--- src/rtl/ufc_pkg.sv ---
// Package for the UBX frame checker: shared types, register indexes, reset values
// and the status and kind codes of a frame report. No dependencies.
package ufc_pkg;

	// Configuration register indexes on the write port
	localparam logic [2:0] REG_SYNC_FIRST   = 3'd0;
	localparam logic [2:0] REG_SYNC_SECOND  = 3'd1;
	localparam logic [2:0] REG_MAX_PAYLOAD  = 3'd2;
	localparam logic [2:0] REG_NAV_CLASS    = 3'd3;
	localparam logic [2:0] REG_SOLUTION_ID  = 3'd4;
	localparam logic [2:0] REG_SOLUTION_LEN = 3'd5;
	localparam logic [2:0] REG_POSITION_ID  = 3'd6;
	localparam logic [2:0] REG_POSITION_LEN = 3'd7;

	// Register values after reset
	localparam logic [7:0]  RST_SYNC_FIRST   = 8'd181;
	localparam logic [7:0]  RST_SYNC_SECOND  = 8'd98;
	localparam logic [15:0] RST_MAX_PAYLOAD  = 16'd100;
	localparam logic [7:0]  RST_NAV_CLASS    = 8'd1;
	localparam logic [7:0]  RST_SOLUTION_ID  = 8'd6;
	localparam logic [15:0] RST_SOLUTION_LEN = 16'd52;
	localparam logic [7:0]  RST_POSITION_ID  = 8'd2;
	localparam logic [15:0] RST_POSITION_LEN = 16'd28;

	// Frame status codes
	localparam logic [1:0] STATUS_GOOD     = 2'd0;
	localparam logic [1:0] STATUS_BAD_SUM  = 2'd1;
	localparam logic [1:0] STATUS_TOO_LONG = 2'd2;

	// Frame kind codes
	localparam logic [1:0] KIND_OTHER     = 2'd0;
	localparam logic [1:0] KIND_SOLUTION  = 2'd1;
	localparam logic [1:0] KIND_POSITION  = 2'd2;
	localparam logic [1:0] KIND_WRONG_LEN = 2'd3;

	// Configuration register contents
	typedef struct packed {
		logic [7:0]  sync_first;
		logic [7:0]  sync_second;
		logic [15:0] max_payload_len;
		logic [7:0]  nav_class_code;
		logic [7:0]  solution_id_code;
		logic [15:0] solution_length;
		logic [7:0]  position_id_code;
		logic [15:0] position_length;
	} ufc_cfg_t;

	// Parser state seen by the report logic
	typedef struct packed {
		logic        last;
		logic [7:0]  class_b;
		logic [7:0]  ident;
		logic [15:0] length;
		logic [7:0]  sum_first;
		logic [7:0]  sum_second;
		logic [7:0]  check_first;
	} ufc_frame_t;

	// One frame report
	typedef struct packed {
		logic [1:0]  status;
		logic [7:0]  class_b;
		logic [7:0]  ident;
		logic [15:0] length;
		logic [1:0]  kind;
	} ufc_report_t;

endpackage

--- src/rtl/ufc_parser.sv ---
// Byte-level frame parser: sync hunt, header capture, payload skip and Fletcher checksum.
// Depends on ufc_pkg.
module ufc_parser
	import ufc_pkg::*;
(
	input  logic       clk,
	input  logic       arst_n,
	input  logic       step,
	input  logic [7:0] rx_byte,
	input  ufc_cfg_t   cfg,
	output ufc_frame_t frame
);

	localparam logic [3:0] PH_SYNC1   = 4'd0;
	localparam logic [3:0] PH_SYNC2   = 4'd1;
	localparam logic [3:0] PH_CLASS   = 4'd2;
	localparam logic [3:0] PH_IDENT   = 4'd3;
	localparam logic [3:0] PH_LENLO   = 4'd4;
	localparam logic [3:0] PH_LENHI   = 4'd5;
	localparam logic [3:0] PH_PAYLOAD = 4'd6;
	localparam logic [3:0] PH_CKA     = 4'd7;
	localparam logic [3:0] PH_CKB     = 4'd8;

	logic [3:0]  phase_q;
	logic [7:0]  class_q;
	logic [7:0]  ident_q;
	logic [15:0] length_q;
	logic [15:0] count_q;
	logic [7:0]  sum_a_q;
	logic [7:0]  sum_b_q;
	logic [7:0]  check_a_q;

	logic [7:0]  sum_a_nxt;
	logic [7:0]  sum_b_nxt;
	logic [15:0] length_full;
	logic [15:0] count_nxt;

	// Running Fletcher sums as they stand after adding this byte.
	always_comb begin
		sum_a_nxt   = sum_a_q + rx_byte;
		sum_b_nxt   = sum_b_q + sum_a_nxt;
		length_full = {rx_byte, length_q[7:0]};
		count_nxt   = count_q + 16'd1;
	end

	// Phase sequence; state changes only when an item is processed.
	always_ff @(posedge clk or negedge arst_n) begin
		if (!arst_n) begin
			phase_q   <= PH_SYNC1;
			class_q   <= '0;
			ident_q   <= '0;
			length_q  <= '0;
			count_q   <= '0;
			sum_a_q   <= '0;
			sum_b_q   <= '0;
			check_a_q <= '0;
		end else if (step) begin
			case (phase_q)
				PH_SYNC2: begin
					phase_q <= (rx_byte == cfg.sync_second) ? PH_CLASS : PH_SYNC1;
					sum_a_q <= '0;
					sum_b_q <= '0;
				end
				PH_CLASS: begin
					class_q <= rx_byte;
					sum_a_q <= sum_a_nxt;
					sum_b_q <= sum_b_nxt;
					phase_q <= PH_IDENT;
				end
				PH_IDENT: begin
					ident_q <= rx_byte;
					sum_a_q <= sum_a_nxt;
					sum_b_q <= sum_b_nxt;
					phase_q <= PH_LENLO;
				end
				PH_LENLO: begin
					length_q <= {8'd0, rx_byte};
					sum_a_q  <= sum_a_nxt;
					sum_b_q  <= sum_b_nxt;
					phase_q  <= PH_LENHI;
				end
				PH_LENHI: begin
					length_q <= length_full;
					sum_a_q  <= sum_a_nxt;
					sum_b_q  <= sum_b_nxt;
					count_q  <= '0;
					phase_q  <= (length_full == 16'd0) ? PH_CKA : PH_PAYLOAD;
				end
				PH_PAYLOAD: begin
					sum_a_q <= sum_a_nxt;
					sum_b_q <= sum_b_nxt;
					count_q <= count_nxt;
					if (count_nxt >= length_q) begin
						phase_q <= PH_CKA;
					end
				end
				PH_CKA: begin
					check_a_q <= rx_byte;
					phase_q   <= PH_CKB;
				end
				PH_CKB: begin
					phase_q <= PH_SYNC1;
				end
				default: begin
					phase_q <= (rx_byte == cfg.sync_first) ? PH_SYNC2 : PH_SYNC1;
				end
			endcase
		end
	end

	// The byte now waiting closes a frame when the parser sits on the second checksum byte.
	always_comb begin
		frame.last        = (phase_q == PH_CKB);
		frame.class_b     = class_q;
		frame.ident       = ident_q;
		frame.length      = length_q;
		frame.sum_first   = sum_a_q;
		frame.sum_second  = sum_b_q;
		frame.check_first = check_a_q;
	end

endmodule

--- config.mk ---
export PLATFORM = sky130hd
export DESIGN_NAME = ufc_parser
export DESIGN_NICKNAME = d
export VERILOG_FILES = /design/src/rtl/ufc_pkg.sv /design/src/rtl/ufc_parser.sv
export SDC_FILE = /design/constraint.sdc
export NUM_CORES = 1
export LEC_CHECK = 0
export ABC_AREA = 1
export BUFFER_PORTS_ARGS = -buffer_cell sky130_fd_sc_hd__buf_2
export CAP_MARGIN = 20
export CORE_MARGIN = 2
export CORE_UTILIZATION = 55
export DETAILED_ROUTE_END_ITERATION = 10
export MAX_ROUTING_LAYER = met4
export PLACE_DENSITY = 0.86
export SLEW_MARGIN = 20
export SYNTH_ARGS = -nofsm -noshare
export SYNTH_HDL_FRONTEND = slang
export SYNTH_SLANG_ARGS = --single-unit
--- constraint.sdc ---
create_clock -name clk -period 5.55 [get_ports clk]
set_input_delay 0.555 -clock clk [delete_from_list [all_inputs] [get_ports clk]]
set_output_delay 0.555 -clock clk [all_outputs]
set_load 0.01 [all_outputs]
==> results_dict.tcl <==
set metrics [dict create \
    outcome "complete, no violations" \
    power_frac_comb_pct 11.2 \
    cp_cell_sequence "ha_1 -> nand3_1 -> nor2_1 -> nand2_1 -> nor2_1 -> nand3_1 -> or2_0 -> nand2_1 -> inv_1 -> ha_1 -> nand2_1 -> inv_1 -> nand3_1 -> nor3_1 -> nand2_1 -> nand4_1 -> nand2_1 -> nand2_1 -> nand2_1" \
    wl_per_cell_um 15.0 \
    synth_top_area_cell "dfrtp_1" \
    start_util_pct 56.3 \
    power.leakage_nw 2.94 \
    crit_family "simple AND/OR/NAND/NOR gates" \
    critPathArrivalTime_ns 3.36 \
    cp_num_buf_inv 2 \
    synth_top_area_share_pct 41.5 \
    cp-end-kind "flop" \
    ys_seq_area_share_pct 41.5 \
    wl_met3_um 756 \
    cts_buffers 9 \
    top_layer "met4" \
    final_nets 798 \
    synth_area_per_cell_sq_um 7.90 \
    ys.warnings.count 0 \
    timing.hold.ws_ns 0.342 \
    worstMarginPinSlew_ns 0.948 \
    hold_buffers 0 \
    gp_congestion 0.909 \
    cpMostUsedCell "nand2_1" \
    p_sw_share_pct 24.5 \
    power_frac_clock_pct 42.3 \
    ctsResizeCount 0 \
    worst_ir_drop_vdd_mv 0.137 \
    grt_pass1_vias 4185 \
    fin_ws_ns 2.42 \
    yosysMostFrequentCell "nand2_1" \
    layout-drive-gt1-share_pct 17.0 \
    overflow 0 \
    worstSetupPathType "flop to flop" \
    syn_to_final_growth_pct 16.4 \
    period_needed_ns 3.13 \
    vias 4282 \
    antenna_cells 0 \
    track_usage_pct 28.4 \
    setup_violations 0 \
    cts_tree "built" \
    syn_area_sq_um 4580 \
    cts_buffer_depth 2 \
    p_int_uw 940 \
    grt_setup_unrepaired "false" \
    synth.area.top_cells "dfrtp_1 (42%), nand2_1 (11%), ha_1 (8.5%)" \
    wl_met1_mm 4.87 \
    firstDrtPassIters 4 \
    maxCapViolations 0 \
    synth-edff-count 0 \
    power.density_nw_per_um2 234 \
    die_x_um 95.2 \
    die_area_sq_um 9070 \
    cts.clk_slew.worst_paths_ns 0.08 \
    finalHoldViolCount 0 \
    hold_class "input port to async pin" \
    root_buffer "clkbuf_8" \
    post-dp-hpwl_mm 8.55 \
    grt_max_degree 77 \
    slew_headroom_pct 36.8 \
    drc_errors 0 \
    power_switching_uw 305 \
    required_ns 5.78 \
    clk_latency_ns 0.35 \
    critPathMaxStageDelay_ns 0.43 \
    ys_ff_latch 76 \
    viasPerCell 5.52 \
    path_max_fanout 5 \
    p_total_mw 1.25 \
    drt.antenna.violating_nets 0 \
    row_count 33 \
    grt_pass1_wl_mm 19.3 \
    ios 156 \
    io_buffers 83 \
    cts.sinks 76 \
    p_seq_share_pct 46.5 \
    synth_top_flop_cell "dfrtp_1" \
    post-cts-setup-buffers 0 \
    die_y_um 95.2 \
    drt_iter0_markers 290 \
    place_ws_ns 2.48 \
    fin_tns_setup_ns 0 \
    syn_nets 712 \
    cpMaxStageDelayCell "dfrtp_1" \
    synth.distinct_cells 34 \
    fillers 657 \
    max_freq_mhz 319 \
    antenna_found_initial 0 \
    r2r_setup_slack_ns 2.42 \
    fin_crit_sh_pct 56.5 \
    synthCells 580 \
    synth_common_cells "nand2_1 (140), inv_1 (82), dfrtp_1 (76)" \
    totalWireLength_mm 11.6 \
    skew_ns 0.00665 \
    htreeDepth 3 \
    wl_met2_mm 5.74 \
    core_area_sq_um 8130 \
    worstSetupStartpointType "flop" \
    ys_async_sr_fraction_pct 100 \
    drv_slew 0 \
]
## path summary, 6_finish.rpt
kind,startpoint,end,depth (start not counted)
worst max-delay path,count_q[0],phase_q[3],19
worst min-delay path,arst_n,class_q[2],1
worst max register to register,count_q[0],phase_q[3],19
worst min register to register,check_a_q[3],check_a_q[3],2
max in group asynchronous,arst_n,length_q[1],1
min in group clk,check_a_q[3],check_a_q[3],2
## sequential cells by signal (all words and copies together), names as in the netlist
signal	count
check_a_q	8
class_q	8
count_q	16
ident_q	8
length_q	16
phase_q	4
sum_a_q	8
sum_b_q	8
## logic make-up (layout without fill, tap and decap cells)
logic type / after synthesis / in the layout / synth area share, %
adders and majority gates: 33 / 33 / 9.34
xor gates and xnor gates: 25 / 25 / 4.78
and+or+nand+nor: 248 / 248 / 23.7
buffers and inverters: 97 / 188 / 8.39
AOI/OAI and AO/OA: 101 / 101 / 12.3
DFF: 76 / 76 / 41.5
## power by group through the flow
stage	registers, mW	clock network (mW)	logic [mW]
floorplan	0.593	0	0.0744
global placement	0.589	0	0.132
detailed placement	0.589	0	0.139
CTS	0.579	0.532	0.140
global route	0.581	0.563	0.159
finish	0.579	0.527	0.140
## cell usage in the layout (no fill, tap or decap), types with 11 or more instances in the layout
master / n
a21oi_1: 11
ha_1: 31
nor2_1: 31
inv_1: 82
nand2_1: 140
clkbuf_8: 11
nand3_1: 42
buf_2: 82
xor2_1: 18
dfrtp_1: 76
o21ai_0: 67
nand4_1: 11
nor3_1: 11
## metal layers
metal	GRT usage [%]	vias up
li1	-	2065
met1	35.2	2012
met2	46.2	176
met3	5.69	29
met4	10.1	0
met5	-	-
## worst reg2reg max path: stages, from the launching register on
cell     delay (ns)
dfrtp_1        0.43
ha_1           0.21
nand3_1        0.18
nor2_1         0.23
nand2_1        0.07
nor2_1         0.15
nand3_1        0.11
or2_0          0.21
nand2_1        0.09
inv_1          0.06
ha_1           0.26
nand2_1        0.05
inv_1          0.07
nand3_1        0.08
nor3_1         0.22
nand2_1        0.08
nand4_1        0.20
nand2_1        0.16
nand2_1        0.10
nand2_1        0.05
## metrics by stage
step,utilization [%],instances,instance area [sq um]
after global placement,62.4,760,5080
after CTS,65.5,776,5330
after global routing,65.5,776,5330
final,65.5,776,5330
after detailed placement,62.4,760,5080
after floorplan,-,580,4580
## area by class of cell
| cell class | count | area [sq um] | share of cell area (%) |
|---|---|---|---|
| flip-flops and latches | 76 | 1900 | 35.7 |
| inverters | 89 | 334 | 6.27 |
| well taps | 105 | 131 | 2.47 |
| multi-input cells | 407 | 2290 | 43.0 |
| repair buffers | 83 | 418 | 7.84 |
| clock buffers | 12 | 155 | 2.91 |
| clock inverters | 4 | 95.1 | 1.78 |
Note: power is estimated with default switching activity, not from simulation.
